File: src/rtl/svlr_pkg.sv
// Package for the supply voltage lock regulator.
// Holds command codes, register indexes, widths, reset values and the step and state bundle types.
// No dependencies.
`timescale 1ns / 1ps

package svlr_pkg;

    // Regulator code width and its largest value
    localparam int CODE_BITS = 8;
    localparam logic [CODE_BITS-1:0] CODE_MAX = {CODE_BITS{1'b1}};
    localparam logic [CODE_BITS-1:0] CODE_RESET = CODE_BITS'(8'hFF);

    // Field and register widths
    localparam int CMD_BITS    = 2;
    localparam int MV_BITS     = 16;
    localparam int LEN_BITS    = 8;
    localparam int GAIN_BITS   = 20;
    localparam int IDLE_BITS   = 8;
    localparam int CFG_IDX_BITS  = 3;
    localparam int CFG_DATA_BITS = 20;

    // Fixed-point step: product, rounding and integer part
    localparam int FRAC_BITS  = 16;
    localparam int PROD_BITS  = MV_BITS + GAIN_BITS;
    localparam int ROUND_BITS = PROD_BITS + 1;
    localparam int STEP_FULL_BITS = ROUND_BITS - FRAC_BITS;
    localparam logic [ROUND_BITS-1:0] ROUND_HALF = ROUND_BITS'(1) << (FRAC_BITS - 1);

    // Commands
    localparam logic [CMD_BITS-1:0] CMD_SAMPLE = 2'd0;
    localparam logic [CMD_BITS-1:0] CMD_START  = 2'd1;
    localparam logic [CMD_BITS-1:0] CMD_STOP   = 2'd2;

    // Register indexes
    localparam logic [CFG_IDX_BITS-1:0] REG_TARGET    = 3'd0;
    localparam logic [CFG_IDX_BITS-1:0] REG_TOLERANCE = 3'd1;
    localparam logic [CFG_IDX_BITS-1:0] REG_LOCK_LEN  = 3'd2;
    localparam logic [CFG_IDX_BITS-1:0] REG_GAIN      = 3'd3;
    localparam logic [CFG_IDX_BITS-1:0] REG_IDLE      = 3'd4;

    // Register reset values
    localparam logic [MV_BITS-1:0]   TARGET_RESET    = 16'd0;
    localparam logic [MV_BITS-1:0]   TOLERANCE_RESET = 16'd100;
    localparam logic [LEN_BITS-1:0]  LOCK_LEN_RESET  = 8'd10;
    localparam logic [GAIN_BITS-1:0] GAIN_RESET      = 20'd6554;
    localparam logic [IDLE_BITS-1:0] IDLE_RESET      = 8'd255;

    // Prepared step for the state stage
    typedef struct packed {
        logic                 valid;
        logic [CMD_BITS-1:0]  command;
        logic                 low;
        logic                 in_tol;
        logic [CODE_BITS-1:0] step;
    } t_step;

    // Regulator state as seen on the result side
    typedef struct packed {
        logic [CODE_BITS-1:0] code;
        logic                 feedback_on;
        logic                 is_locked;
        logic                 lock_event;
    } t_state;

endpackage

File: src/rtl/svlr_in_if.sv
// Input channel of the supply voltage lock regulator: command and sample.
// Depends on svlr_pkg.
`timescale 1ns / 1ps

interface svlr_in_if;
    import svlr_pkg::*;

    logic                valid;
    logic                ready;
    logic [CMD_BITS-1:0] command;
    logic [MV_BITS-1:0]  measured_mv;

    modport source (output valid, output command, output measured_mv, input ready);
    modport sink   (input valid, input command, input measured_mv, output ready);
endinterface

File: src/rtl/svlr_out_if.sv
// Result channel of the supply voltage lock regulator.
// Depends on svlr_pkg.
`timescale 1ns / 1ps

interface svlr_out_if;
    import svlr_pkg::*;

    logic                 valid;
    logic                 ready;
    logic [CODE_BITS-1:0] regulator_code;
    logic                 feedback_on;
    logic                 is_locked;
    logic                 lock_event;

    modport source (output valid, output regulator_code, output feedback_on,
                    output is_locked, output lock_event, input ready);
    modport sink   (input valid, input regulator_code, input feedback_on,
                    input is_locked, input lock_event, output ready);
endinterface

File: src/rtl/svlr_step.sv
// Front stages: absolute error and tolerance test, then gain multiply,
// rounding and step saturation. Depends on svlr_pkg.
`timescale 1ns / 1ps

module svlr_step (
    input  logic                           i_clk,
    input  logic                           i_rst_n,
    input  logic                           i_en,
    input  logic                           i_valid,
    input  logic [svlr_pkg::CMD_BITS-1:0]  i_command,
    input  logic [svlr_pkg::MV_BITS-1:0]   i_measured_mv,
    input  logic [svlr_pkg::MV_BITS-1:0]   i_target_mv,
    input  logic [svlr_pkg::MV_BITS-1:0]   i_tolerance_mv,
    input  logic [svlr_pkg::GAIN_BITS-1:0] i_gain_q16,
    output svlr_pkg::t_step                o_step
);
    import svlr_pkg::*;

    logic                r_a_valid;
    logic [CMD_BITS-1:0] r_a_command;
    logic                r_a_low;
    logic                r_a_in_tol;
    logic [MV_BITS-1:0]  r_a_err;

    logic                n_low;
    logic [MV_BITS-1:0]  n_err;

    logic [PROD_BITS-1:0]      w_prod;
    logic [ROUND_BITS-1:0]     w_round;
    logic [STEP_FULL_BITS-1:0] w_step_full;
    logic [CODE_BITS-1:0]      n_step;

    t_step r_step;

    // Absolute error against the target
    always_comb begin
        n_low = i_measured_mv < i_target_mv;
        n_err = n_low ? (i_target_mv - i_measured_mv) : (i_measured_mv - i_target_mv);
    end

    // Advance the input stage valid flag
    always_ff @(posedge i_clk) begin
        if (!i_rst_n) begin
            r_a_valid <= 1'b0;
        end else if (i_en) begin
            r_a_valid <= i_valid;
        end
    end

    // Capture the item with its error
    always_ff @(posedge i_clk) begin
        if (i_en) begin
            r_a_command <= i_command;
            r_a_low     <= n_low;
            r_a_in_tol  <= n_err <= i_tolerance_mv;
            r_a_err     <= n_err;
        end
    end

    // Multiply by the gain, round half up, force at least 1, cap at the code range
    always_comb begin
        w_prod      = PROD_BITS'(r_a_err) * PROD_BITS'(i_gain_q16);
        w_round     = ROUND_BITS'(w_prod) + ROUND_HALF;
        w_step_full = w_round[ROUND_BITS-1:FRAC_BITS];
        if (w_step_full == '0) begin
            n_step = CODE_BITS'(1);
        end else if (w_step_full > STEP_FULL_BITS'(CODE_MAX)) begin
            n_step = CODE_MAX;
        end else begin
            n_step = w_step_full[CODE_BITS-1:0];
        end
    end

    // Hold the prepared step and its valid flag for the state stage
    always_ff @(posedge i_clk) begin
        if (!i_rst_n) begin
            r_step.valid <= 1'b0;
        end else if (i_en) begin
            r_step.valid <= r_a_valid;
        end
        if (i_en) begin
            r_step.command <= r_a_command;
            r_step.low     <= r_a_low;
            r_step.in_tol  <= r_a_in_tol;
            r_step.step    <= n_step;
        end
    end

    assign o_step = r_step;

endmodule

File: src/rtl/svlr_core.sv
// State stage: feedback flag, lock count, regulator code and lock flag.
// Its registers double as the result register. Depends on svlr_pkg.
`timescale 1ns / 1ps

module svlr_core (
    input  logic                           i_clk,
    input  logic                           i_rst_n,
    input  logic                           i_en,
    input  svlr_pkg::t_step                i_step,
    input  logic [svlr_pkg::LEN_BITS-1:0]  i_lock_length,
    input  logic [svlr_pkg::IDLE_BITS-1:0] i_idle_code,
    output svlr_pkg::t_state               o_state
);
    import svlr_pkg::*;

    logic                 r_feedback;
    logic [LEN_BITS-1:0]  r_count;
    logic [CODE_BITS-1:0] r_code;
    logic                 r_locked;
    logic                 r_event;

    logic                 n_feedback;
    logic [LEN_BITS-1:0]  n_count;
    logic [CODE_BITS-1:0] n_code;
    logic                 n_locked;
    logic                 n_event;

    logic [CODE_BITS:0]   w_sum;
    logic [CODE_BITS-1:0] w_idle;

    assign w_idle = CODE_BITS'(i_idle_code);
    assign w_sum  = {1'b0, r_code} + {1'b0, i_step.step};

    // Next state for the item in the state stage
    always_comb begin
        n_feedback = r_feedback;
        n_count    = r_count;
        n_code     = r_code;
        n_locked   = r_locked;
        n_event    = 1'b0;
        case (i_step.command)
            CMD_START: begin
                n_code     = w_idle;
                n_count    = '0;
                n_feedback = 1'b1;
                n_locked   = 1'b0;
            end
            CMD_STOP: begin
                n_feedback = 1'b0;
                n_locked   = 1'b0;
                n_code     = w_idle;
            end
            CMD_SAMPLE: begin
                if (r_feedback) begin
                    if (i_step.in_tol) begin
                        if (r_count < i_lock_length) begin
                            n_count = r_count + LEN_BITS'(1);
                        end else begin
                            n_feedback = 1'b0;
                            n_locked   = 1'b1;
                            n_event    = 1'b1;
                        end
                    end else begin
                        n_count = '0;
                        if (i_step.low) begin
                            n_code = (i_step.step > r_code) ? '0 : (r_code - i_step.step);
                        end else begin
                            n_code = w_sum[CODE_BITS] ? CODE_MAX : w_sum[CODE_BITS-1:0];
                        end
                    end
                end
            end
            default: begin
                // unused command: state holds
            end
        endcase
    end

    // Update state when an item leaves the front stages
    always_ff @(posedge i_clk) begin
        if (!i_rst_n) begin
            r_feedback <= 1'b0;
            r_count    <= '0;
            r_code     <= CODE_RESET;
            r_locked   <= 1'b0;
            r_event    <= 1'b0;
        end else if (i_en && i_step.valid) begin
            r_feedback <= n_feedback;
            r_count    <= n_count;
            r_code     <= n_code;
            r_locked   <= n_locked;
            r_event    <= n_event;
        end
    end

    assign o_state.code        = r_code;
    assign o_state.feedback_on = r_feedback;
    assign o_state.is_locked   = r_locked;
    assign o_state.lock_event  = r_event;

endmodule

File: src/rtl/supply_voltage_lock_regulator_unit.sv
// Top level of the supply voltage lock regulator: configuration registers,
// pipeline flow control and result channel. Depends on svlr_pkg, svlr_in_if,
// svlr_out_if, svlr_step and svlr_core.
//
//   Channel  Dir  Handshake        Payload
//   i_in     in   valid / ready    command, measured_mv
//   o_out    out  valid / ready    regulator_code, feedback_on, is_locked, lock_event
//   i_cfg_*  in   i_cfg_wr_en      i_cfg_idx, i_cfg_data
//
// One item per cycle sustained; each item passes from accept to result through
// the error register, step register (gain multiply) and state register.
// The whole pipeline advances when the result register is empty or taken, so
// a stalled result holds every stage and drops ready on the input.
// Reset is synchronous and active low; it restores register defaults and the
// idle state with code 255.
`timescale 1ns / 1ps

module supply_voltage_lock_regulator_unit (
    input  logic                               i_clk,
    input  logic                               i_rst_n,
    svlr_in_if.sink                            i_in,
    svlr_out_if.source                         o_out,
    input  logic                               i_cfg_wr_en,
    input  logic [svlr_pkg::CFG_IDX_BITS-1:0]  i_cfg_idx,
    input  logic [svlr_pkg::CFG_DATA_BITS-1:0] i_cfg_data
);
    import svlr_pkg::*;

    logic [MV_BITS-1:0]   r_target_mv;
    logic [MV_BITS-1:0]   r_tolerance_mv;
    logic [LEN_BITS-1:0]  r_lock_length;
    logic [GAIN_BITS-1:0] r_gain_q16;
    logic [IDLE_BITS-1:0] r_idle_code;

    logic   r_out_valid;
    logic   w_en;
    t_step  w_step;
    t_state w_state;

    // Configuration writes
    always_ff @(posedge i_clk) begin
        if (!i_rst_n) begin
            r_target_mv    <= TARGET_RESET;
            r_tolerance_mv <= TOLERANCE_RESET;
            r_lock_length  <= LOCK_LEN_RESET;
            r_gain_q16     <= GAIN_RESET;
            r_idle_code    <= IDLE_RESET;
        end else if (i_cfg_wr_en) begin
            case (i_cfg_idx)
                REG_TARGET:    r_target_mv    <= i_cfg_data[MV_BITS-1:0];
                REG_TOLERANCE: r_tolerance_mv <= i_cfg_data[MV_BITS-1:0];
                REG_LOCK_LEN:  r_lock_length  <= i_cfg_data[LEN_BITS-1:0];
                REG_GAIN:      r_gain_q16     <= i_cfg_data[GAIN_BITS-1:0];
                REG_IDLE:      r_idle_code    <= i_cfg_data[IDLE_BITS-1:0];
                default: begin
                    // write beyond the register list is dropped
                end
            endcase
        end
    end

    // Advance the pipeline when the result register is free
    assign w_en       = !r_out_valid || o_out.ready;
    assign i_in.ready = w_en;

    always_ff @(posedge i_clk) begin
        if (!i_rst_n) begin
            r_out_valid <= 1'b0;
        end else if (w_en) begin
            r_out_valid <= w_step.valid;
        end
    end

    svlr_step u_step (
        .i_clk          (i_clk),
        .i_rst_n        (i_rst_n),
        .i_en           (w_en),
        .i_valid        (i_in.valid),
        .i_command      (i_in.command),
        .i_measured_mv  (i_in.measured_mv),
        .i_target_mv    (r_target_mv),
        .i_tolerance_mv (r_tolerance_mv),
        .i_gain_q16     (r_gain_q16),
        .o_step         (w_step)
    );

    svlr_core u_core (
        .i_clk         (i_clk),
        .i_rst_n       (i_rst_n),
        .i_en          (w_en),
        .i_step        (w_step),
        .i_lock_length (r_lock_length),
        .i_idle_code   (r_idle_code),
        .o_state       (w_state)
    );

    // Drive the result channel from the state registers
    assign o_out.valid          = r_out_valid;
    assign o_out.regulator_code = w_state.code;
    assign o_out.feedback_on    = w_state.feedback_on;
    assign o_out.is_locked      = w_state.is_locked;
    assign o_out.lock_event     = w_state.lock_event;

    // Lock and feedback never stand together
    a_lock_excl: assert property (@(posedge i_clk) disable iff (!i_rst_n)
        w_state.is_locked |-> !w_state.feedback_on)
        else $error("lock flag set while feedback is active");

    // A lock event carries the lock flag
    a_event_locked: assert property (@(posedge i_clk) disable iff (!i_rst_n)
        (o_out.valid && o_out.lock_event) |-> o_out.is_locked)
        else $error("lock event without lock flag");

    // A stalled result keeps the regulator state
    a_stall_hold: assert property (@(posedge i_clk) disable iff (!i_rst_n)
        (o_out.valid && !o_out.ready) |=> ($stable(w_state) && o_out.valid))
        else $error("regulator state changed while result stalled");

    // Ready follows the result side alone
    a_ready_flow: assert property (@(posedge i_clk) disable iff (!i_rst_n)
        (!o_out.valid) |-> i_in.ready)
        else $error("input stalled with an empty result register");

endmodule
File: src/flat_wrapper.sv
// flat-port wrapper written by rule: the top's interface ports become plain ports
module supply_voltage_lock_regulator_unit_flat import svlr_pkg::*;
  (i_clk, i_rst_n, i_cfg_wr_en, i_cfg_idx, i_cfg_data, i_in_valid, i_in_command, i_in_measured_mv, i_in_ready, o_out_valid, o_out_regulator_code, o_out_feedback_on, o_out_is_locked, o_out_lock_event, o_out_ready);
  svlr_in_if i_in_i ();
  svlr_out_if o_out_i ();
  input  logic i_clk;
  input  logic i_rst_n;
  input  logic i_cfg_wr_en;
  input  logic [svlr_pkg::CFG_IDX_BITS-1:0] i_cfg_idx;
  input  logic [svlr_pkg::CFG_DATA_BITS-1:0] i_cfg_data;
  input wire logic [$bits(i_in_i.valid)-1:0] i_in_valid;
  input wire logic [$bits(i_in_i.command)-1:0] i_in_command;
  input wire logic [$bits(i_in_i.measured_mv)-1:0] i_in_measured_mv;
  output wire logic [$bits(i_in_i.ready)-1:0] i_in_ready;
  output wire logic [$bits(o_out_i.valid)-1:0] o_out_valid;
  output wire logic [$bits(o_out_i.regulator_code)-1:0] o_out_regulator_code;
  output wire logic [$bits(o_out_i.feedback_on)-1:0] o_out_feedback_on;
  output wire logic [$bits(o_out_i.is_locked)-1:0] o_out_is_locked;
  output wire logic [$bits(o_out_i.lock_event)-1:0] o_out_lock_event;
  input wire logic [$bits(o_out_i.ready)-1:0] o_out_ready;
  assign i_in_i.valid = i_in_valid;
  assign i_in_i.command = i_in_command;
  assign i_in_i.measured_mv = i_in_measured_mv;
  assign i_in_ready = i_in_i.ready;
  assign o_out_valid = o_out_i.valid;
  assign o_out_regulator_code = o_out_i.regulator_code;
  assign o_out_feedback_on = o_out_i.feedback_on;
  assign o_out_is_locked = o_out_i.is_locked;
  assign o_out_lock_event = o_out_i.lock_event;
  assign o_out_i.ready = o_out_ready;
  supply_voltage_lock_regulator_unit u_core (.i_clk(i_clk), .i_rst_n(i_rst_n), .i_in(i_in_i), .o_out(o_out_i), .i_cfg_wr_en(i_cfg_wr_en), .i_cfg_idx(i_cfg_idx), .i_cfg_data(i_cfg_data));
endmodule
File: config.mk
export PLATFORM = sky130hd
export DESIGN_NAME = supply_voltage_lock_regulator_unit_flat
export DESIGN_NICKNAME = d
export VERILOG_FILES = /design/src/rtl/svlr_pkg.sv /design/src/rtl/svlr_in_if.sv /design/src/rtl/svlr_out_if.sv /design/src/rtl/svlr_step.sv /design/src/rtl/svlr_core.sv /design/src/rtl/supply_voltage_lock_regulator_unit.sv /design/src/flat_wrapper.sv
export SDC_FILE = /design/constraint.sdc
export NUM_CORES = 1
export LEC_CHECK = 0
export ABC_AREA = 1
export BUFFER_PORTS_ARGS = -buffer_cell sky130_fd_sc_hd__buf_4
export CAP_MARGIN = 20
export CELL_PAD_IN_SITES_DETAIL_PLACEMENT = 0
export CELL_PAD_IN_SITES_GLOBAL_PLACEMENT = 1
export CORE_MARGIN = 2
export CORE_UTILIZATION = 52
export DETAILED_ROUTE_END_ITERATION = 8
export PLACE_DENSITY = 0.93
export SYNTH_ARGS = -nofsm -noshare
export SYNTH_HDL_FRONTEND = slang
export SYNTH_HIERARCHICAL = 1
export SYNTH_SLANG_ARGS = --single-unit
export TNS_END_PERCENT = 30
File: constraint.sdc
create_clock -name i_clk -period 13.9 [get_ports i_clk]
set_input_delay 2.085 -clock i_clk [delete_from_list [all_inputs] [get_ports i_clk]]
set_output_delay 2.085 -clock i_clk [all_outputs]
set_load 0.05 [all_outputs]
==> metrics.txt, run 1 <==
#FFs+latches synth=122; Skew-Pair Late Insertion Delay=430 ps; Nets=3291; Post-synth ARST share=0; initial DRC count=1131; synth unique cells=44; DR vias=17000; RePlAce Congestion=0.930; Synth area leaders=fa_1, nand2_1, inv_1; post-route minimum period=6740 ps; EDFF count, synth=32; IO Pins=59; worst-path maximum fanout=20; Slowest-stage cell, CP=edfxtp_1; vias per inst=5.13; final-report hold violation count=0; Die Ht=199 µm; mapped cell area=0.0197 mm²; die area=0.0394 mm²; gr ovfl total=0; CTS tree=yes; leading cell type in the layout, fill and taps excluded=nand2_1; number of global-route vias before repair=17200; most frequent cells in the layout=nand2_1, inv_1, fa_1; clk slew on worst S/H paths=70 ps; drt wl/cell=16.3 µm; DP Area=0.0204 mm²; CP top delay family=adder cells; Post-CTS Resized=0; Root Buffer=clkbuf_16; top cell type's share of synthesized area=0.258; r2r worst-path depth=24; TritonCTS Buffers=17; first-pass GRT wire length=87600 µm; layout cells sized above 1=0.0477; Crit. Startpoint=u_core/u_step/r_a_err[7]; die width=199 µm; crit-path cells=nand2_1 -> fa_1 -> inv_1 -> fa_1 -> inv_1 -> fa_1 -> inv_1 -> fa_1 -> fa_1 -> inv_1 -> fa_1 -> inv_1 -> ha_1 -> a21o_1 -> a21oi_1 -> nor2_1 -> nor2_1 -> nor2_1 -> nor2_1 -> nand2_1 -> nand2_1 -> nand3_1 -> nor3_4 -> nand3_1; worst reg2reg endpoint=u_core/u_step/o_step[3]; Startpoint Class=flop; Total Wirelength=54100 µm; TNS Setup=0 ps; GRT Total Usage=0.285; Final ANT Viol Nets=0; Max Root-Sink Buffers=2; syn nets=3310; Crit path depth=24; core region area=0.0375 mm²; initial antenna violation count=0; status=completed; drt pass-1 iters=5; period utilization=0.485; Final Skew=14.4 ps; Starting Density=0.525; RSZ-0062 raised after global routing=false; CP arrival=6910 ps; yosys warns=6; Top FF cell, synth=dfxtp_1; final cell count without fillers=3319; Final Max Tran Viols=0; port buffer count=58; CP Capture Type=flop; Min-Delay Path Class=reg -> reg; Seq/Total Area, Yosys=0.140; Layout area overhead=6.54%; Worst path max stage delay=970 ps; Max Fclk=0.148 GHz; reg2reg start=u_core/u_step/r_a_err[7]; worst-margin pin slew=1050 ps; # DRC=0; worst path required time=14070 ps; Core Rows=71; final setup fails=0; most frequent CP cell=fa_1; Post-CTS Repair Setup Buffers=0; Finished Cell Area=0.0210 mm²; Worst Setup Path Type=reg -> reg; CTS sink count=122; Worst Hold Margin=422 ps; Buffers & Inverters on Critical Path=5; ANT cells=0; Post-CTS Hold Fix Bufs=0; Max-Cap Viols=0; Reg2Reg Setup Slack=7160 ps; H-tree depth=4; Post-Syn Instances=2814; HPWL Detailed=43900 µm; CP Capture Point=u_core/u_step/o_step[3]; Layout fillers=3679; mean post-synth cell area=7.00 µm²; placed instance count=3287; Max-slew headroom=0.303; Synth area leader=fa_1; largest net degree at the start of global routing=77
-- layout make-up --
class / count / area [µm²] / area share
clock buffer: 17 / 425 / 0.0203
clock inverter: 15 / 199 / 0.00948
inverter: 716 / 2690 / 0.128
multi-input combinational: 1873 / 13800 / 0.657
sequential: 122 / 2760 / 0.132
tap: 511 / 639 / 0.0305
timing repair buffer: 65 / 488 / 0.0233
-- per-stage QoR --
| step | utilization | setup WS (ps) |
|---|---|---|
| 6_report | 0.560 | 7160 |
| 5_1_grt | 0.560 | 6780 |
| 4_1_cts | 0.560 | 7170 |
| 3_5_place_dp | 0.543 | 7170 |
| 3_3_place_gp | 0.543 | 7290 |
| 2_1_floorplan | - | 7900 |
-- worst reg2reg max path, cell delays in order (launching register included) --
cell and delay [ps]:
edfxtp_1 970, nand2_1 200, fa_1 570, inv_1 50, fa_1 500, inv_1 50, fa_1 530, inv_1 60
fa_1 450, fa_1 490, inv_1 50, fa_1 490, inv_1 40, ha_1 300, a21o_1 220, a21oi_1 290
nor2_1 70, nor2_1 210, nor2_1 70, nor2_1 160, nand2_1 80, nand2_1 60, nand3_1 110, nor3_4 320
nand3_1 140
-- synthesized netlist by cell type (all sizes together), types with 15 or more instances --
master,n
xor2,21
nand2,763
inv,716
edfxtp,32
nand4,16
clkbuf,72
a21oi,96
fa,254
nor3,15
nand3,167
dfxtp,90
o21ai,52
nor2,240
buf,31
ha,196
-- layer usage --
| layer | vias up | routed length [µm] | GRT usage |
|---|---|---|---|
| li1 | 8289 | - | - |
| met1 | 8160 | 23700 | 0.380 |
| met2 | 497 | 25500 | 0.476 |
| met3 | 97 | 2820 | 0.0314 |
| met4 | 0 | 2040 | 0.112 |
| met5 | - | 0 | 0 |
-- state kept, by name, summed over array words and instances (netlist names), 2 cells and up --
register	count
u_core/r_tolerance_mv	16
u_core/r_idle_code	8
u_core/u_core/r_count	8
u_core/u_step/o_step	13
u_core/u_step/r_a_command	2
u_core/r_lock_length	8
u_core/u_core/r_code	8
u_core/r_gain_q16	20
u_core/u_step/r_a_err	16
u_core/r_target_mv	16
-- worst min path at each step --
stage | startpoint | endpoint | cells after the start
6_report | u_core/u_step/r_a_command[1] | u_core/u_step/o_step[11] | 0
3_3_place_gp | u_core/u_step/r_a_command[1] | u_core/u_step/o_step[11] | 0
2_1_floorplan | u_core/u_step/r_a_command[0] | u_core/u_step/o_step[10] | 0
4_1_cts | u_core/u_step/r_a_command[1] | u_core/u_step/o_step[11] | 0
5_1_grt | u_core/u_step/r_a_command[0] | u_core/u_step/o_step[10] | 0
3_5_place_dp | u_core/u_step/r_a_command[1] | u_core/u_step/o_step[11] | 0
-- kinds of logic after synthesis --
group | count (synthesis) | synth area share
xor+xnor | 25 | 0.0111
buf+inv | 819 | 0.160
compound gates | 188 | 0.0548
fa+ha+maj | 450 | 0.383
flops | 122 | 0.140
simple gates | 1210 | 0.251
Power of run 1 is left out: the tool's default activity adds up to more than one toggle a clock period on the data nets, which glitch-free logic cannot reach.
==> inputs of run 2 (changes only) <==
--- a/config.mk
+++ b/config.mk
@@ -11,9 +11,9 @@
 export CELL_PAD_IN_SITES_DETAIL_PLACEMENT = 0
 export CELL_PAD_IN_SITES_GLOBAL_PLACEMENT = 1
 export CORE_MARGIN = 2
-export CORE_UTILIZATION = 52
+export CORE_UTILIZATION = 48
 export DETAILED_ROUTE_END_ITERATION = 8
-export PLACE_DENSITY = 0.93
+export PLACE_DENSITY = 0.87
 export SYNTH_ARGS = -nofsm -noshare
 export SYNTH_HDL_FRONTEND = slang
 export SYNTH_HIERARCHICAL = 1
==> constraint.sdc (replaced) <==
create_clock -name i_clk -period 7 [get_ports i_clk]
set_input_delay 1.05 -clock i_clk [delete_from_list [all_inputs] [get_ports i_clk]]
set_output_delay 1.05 -clock i_clk [all_outputs]
set_load 0.05 [all_outputs]
==> run 2 against run 1 <==
  * Utilization down 3.9 points
  * Clock-buffer cell count up 9
  * Die area up 8.2%
  * Final cell count up 1.4%
  * Via count down 0.90%
  * Maximum frequency up 2.5%
  * Critical path depth unchanged
  * Register-to-register slack worse by 6700 ps
  * Non-clock buffer count up 25
  * Worst hold slack worse by 5.9 ps
==> metrics.txt, run 2 (same netlist as run 1, synthesis figures left out) <==
Max-slew headroom=0.275; Crit. Startpoint=u_core/u_step/r_a_err[2]; TritonCTS Buffers=17; final setup fails=0; Final ANT Viol Nets=0; RePlAce Congestion=0.947; grt met2 use=0.443; Max Root-Sink Buffers=2; port buffer count=58; DR vias=16900; # DRC=0; RSZ-0062 raised after global routing=false; reg2reg start=u_core/u_step/r_a_err[2]; Core Rows=74; number of global-route vias before repair=16900; Post-CTS Resized=0; Finished Cell Area=0.0211 mm²; Final Skew=15.8 ps; die width=207 µm; worst-path maximum fanout=20; layout cells sized above 1=0.0544; met1 Track Usage GR=0.363; GRT Total Usage=0.266; Largest Register=u_core/r_gain_q16; HPWL Detailed=45700 µm; hold depth=0; Min-Delay Path Class=reg -> reg; worst path required time=7160 ps; r2r worst-path depth=24; Nets=3316; Max-Cap Viols=0; final-report hold violation count=0; GR peak layer=met2; worst reg2reg endpoint=u_core/u_step/o_step[6]; gr ovfl total=0; HP Start=u_core/u_step/r_a_command[1]; period utilization=0.940; post-route minimum period=6580 ps; Startpoint Class=flop; crit-path cells=nand2_1 -> fa_1 -> fa_1 -> inv_1 -> fa_1 -> inv_1 -> fa_1 -> fa_1 -> fa_1 -> inv_1 -> ha_1 -> nand2_1 -> nor2_1 -> inv_1 -> nor3_1 -> nand2_1 -> nand2_1 -> nand2_1 -> nand3_1 -> nand2_1 -> nor2_1 -> nand3_2 -> nor2_4 -> nand3_1; first-pass GRT wire length=88500 µm; die area=0.0427 mm²; CP top delay family=adder cells; drt wl/cell=16.3 µm; CTS sink count=122; worst-margin pin slew=1080 ps; CP Capture Type=flop; H-tree depth=4; IO Pins=59; Starting Density=0.485; Worst path max stage delay=890 ps; status=completed; Finished Core Util=0.520; end of the worst hold path=u_core/u_step/o_step[11]; CP arrival=6740 ps; vias per inst=5.02; CTS tree=yes; Slowest-stage cell, CP=edfxtp_1; Buffers & Inverters on Critical Path=4; Post-CTS Hold Fix Bufs=0; Total Wirelength=55000 µm; met3 usage=0.0275; core region area=0.0406 mm²; Final Max Tran Viols=0; DP Area=0.0206 mm²; initial antenna violation count=1; most frequent cells in the layout=nand2_1, inv_1, fa_1; leading cell type in the layout, fill and taps excluded=nand2_1; drt pass-1 iters=5; Layout area overhead=7.38%; Skew-Pair Late Insertion Delay=430 ps; Post-CTS Repair Setup Buffers=0; TNS Setup=0 ps; initial DRC count=1097; max reg flops=20; Layout fillers=4060; largest net degree at the start of global routing=77; Reg2Reg Setup Slack=420 ps; Max Fclk=0.152 GHz; ANT cells=0; Root Buffer=clkbuf_16; Die Ht=207 µm; Worst Setup Path Type=reg -> reg; clk slew on worst S/H paths=60 ps
[run 2: cell count changes in the layout (fill, tap and decap cells not counted), moves of 2 or more]
cell,previous run,this run
buf_4,65,90
clkbuf_1,0,6
bufinv_16,4,1
clkinvlp_4,4,0
clkbuf_16,17,19
[run 2: worst max-delay path by stage]
stage | to | slack, ps | cells past startpoint
floorplan | u_core/u_step/o_step[0] | 1000 | 26
global placement | u_core/u_step/o_step[6] | 530 | 24
detailed placement | u_core/u_step/o_step[6] | 510 | 24
CTS | u_core/u_step/o_step[6] | 510 | 24
global route | u_core/u_step/o_step[6] | 20 | 24
finish | u_core/u_step/o_step[6] | 420 | 24
[run 2: layer usage]
metal,part of all wire,up-vias
li1,-,8330
met1,0.45,8019
met2,0.48,456
met3,0.045,85
met4,0.032,0
met5,0,-
[run 2: metrics by stage]
stage               instances  hold WS, ps  setup WS [ps]
finish                   3365          416            423
global route             3365          428           22.4
CTS                      3365          416            514
detailed placement       3333          407            507
global placement         3333          403            535
floorplan                2814          400            995
[run 2: final cells by class]
type                    instances  area, µm²  area share
clock buffers                  26        512      0.0242
clock inverters                 6       62.6     0.00296
inverters                     716       2690       0.127
multi-input cells            1873      13800       0.652
flip-flops and latches        122       2760       0.131
well taps                     532        666      0.0315
repair buffers                 90        676      0.0320
Power of run 2 is left out for the same reason.
==> inputs of run 3 (changes only) <==
--- a/config.mk
+++ b/config.mk
@@ -6,13 +6,13 @@
 export NUM_CORES = 1
 export LEC_CHECK = 0
 export ABC_AREA = 1
-export BUFFER_PORTS_ARGS = -buffer_cell sky130_fd_sc_hd__buf_4
 export CAP_MARGIN = 20
 export CELL_PAD_IN_SITES_DETAIL_PLACEMENT = 0
 export CELL_PAD_IN_SITES_GLOBAL_PLACEMENT = 1
 export CORE_MARGIN = 2
-export CORE_UTILIZATION = 48
+export CORE_UTILIZATION = 49
 export DETAILED_ROUTE_END_ITERATION = 8
+export DONT_BUFFER_PORTS = 1
 export PLACE_DENSITY = 0.87
 export SYNTH_ARGS = -nofsm -noshare
 export SYNTH_HDL_FRONTEND = slang
==> run 3 against run 2 <==
  * Clock-buffer cell count shrank 5
  * Utilization grew 0.45 points
  * Clock skew shrank 2.4 ps
  * First-iteration DRC count grew 13%
  * Maximum frequency grew 0.39%
  * Critical endpoint is now u_core/u_step/o_step[3]
==> metrics.txt, run 3 (same netlist as run 1, synthesis figures left out) <==
worst-margin pin slew=1070 ps; Max Fclk=0.153 GHz; Root Buffer=clkbuf_16; ANT cells=0; core region area=0.0397 mm²; most frequent cells in the layout=nand2_1, inv_1, fa_1; Finished Core Util=0.525; final setup fails=0; Starting Density=0.496; H-tree depth=4; Worst Setup Path Type=reg -> reg; gr ovfl total=0; CTS tree=yes; Crit. Startpoint=u_core/u_step/r_a_err[10]; HPWL Detailed=44900 µm; number of global-route vias before repair=17100; final cell count without fillers=3312; # DRC=0; initial antenna violation count=1; die area=0.0418 mm²; CP Capture Type=flop; Max-Cap Viols=0; HP Start=u_core/u_step/r_a_command[0]; RePlAce Congestion=0.919; IO Pins=59; Layout area overhead=5.88%; Min-Delay Path Class=reg -> reg; reg2reg start=u_core/u_step/r_a_err[10]; Max Root-Sink Buffers=2; max reg flops=20; Die Ht=204 µm; worst-path maximum fanout=12; Total Wirelength=55200 µm; Final Skew=13.4 ps; TNS Setup=0 ps; final-report hold violation count=0; TritonCTS Buffers=17; period utilization=0.936; first-pass GRT wire length=88500 µm; post-route minimum period=6550 ps; drt pass-1 iters=5; die width=204 µm; placed instance count=3271; layout cells sized above 1=0.0402; Largest Register=u_core/r_gain_q16; Skew-Pair Late Insertion Delay=430 ps; GRT Total Usage=0.270; Max-slew headroom=0.288; Post-CTS Hold Fix Bufs=0; leading cell type in the layout, fill and taps excluded=nand2_1; worst path required time=7170 ps; Final Max Tran Viols=0; RSZ-0062 raised after global routing=false; initial DRC count=1242; CP arrival=6720 ps; Startpoint Class=flop; status=completed; drt wl/cell=16.7 µm; vias per inst=5.14; clk slew on worst S/H paths=60 ps; Core Rows=73; Nets=3270; Final ANT Viol Nets=0; DR vias=17000; largest net degree at the start of global routing=77; CTS sink count=122; port buffer count=0
run 3: repair_timing:
item,CTS,global route
buffers inserted,0,9
endpoints found under the setup margin,0,8
gates resized for setup,0,1
run 3: cell type report:
cell class,count,area [µm²]
Clock buffer,21,440
Inverter,716,2690
Tap cell,525,657
Fill cell,3914,18900
Multi-Input combinational cell,1873,13800
Sequential cell,122,2760
Timing Repair Buffer,44,350
Clock inverter,11,169
run 3: critical path, cell delays in order, from the launching register on:
cell and delay [ps]:
edfxtp_1 590, buf_4 290, nand2_1 80, inv_1 50, fa_1 530, inv_1 60, fa_1 440, fa_1 520
inv_1 60, fa_1 530, fa_1 550, inv_1 50, fa_1 550, inv_1 50, ha_1 370, nand2_1 160
inv_1 50, a21oi_1 230, nand2_1 80, a21oi_1 260, nand2_1 80, nand2_1 70, nand4_1 170, nor3_4 260
buf_12 140, nand3_1 80
run 3: worst paths after layout:
| check | to | slack [ps] | cells after the start |
|---|---|---|---|
| worst max register to register | u_core/u_step/o_step[3] | 450 | 25 |
| worst max-delay path | u_core/u_step/o_step[3] | 450 | 25 |
| worst min-delay path | u_core/u_step/o_step[10] | 430 | 0 |
| worst min register to register | u_core/u_step/o_step[10] | 430 | 0 |
run 3: metrics by stage:
stage                     hold WS [ps]  worst slack, ps  area (µm²)
after floorplan                    400              995       19700
after global placement             408              382       20200
after detailed placement           408              317       20200
after CTS                          435              317       20800
after global routing               444             32.8       20900
final                              428              449       20900
run 3: routing by layer:
| metal | track usage | wire length [µm] | part of all wire | vias up |
|---|---|---|---|---|
| li1 | - | - | - | 8239 |
| met1 | 0.359 | 24100 | 0.44 | 8200 |
| met2 | 0.469 | 27000 | 0.49 | 488 |
| met3 | 0.0271 | 2680 | 0.048 | 83 |
| met4 | 0.0758 | 1480 | 0.027 | 0 |
| met5 | 0 | 0 | 0 | - |
Power of run 3 is left out for the same reason.
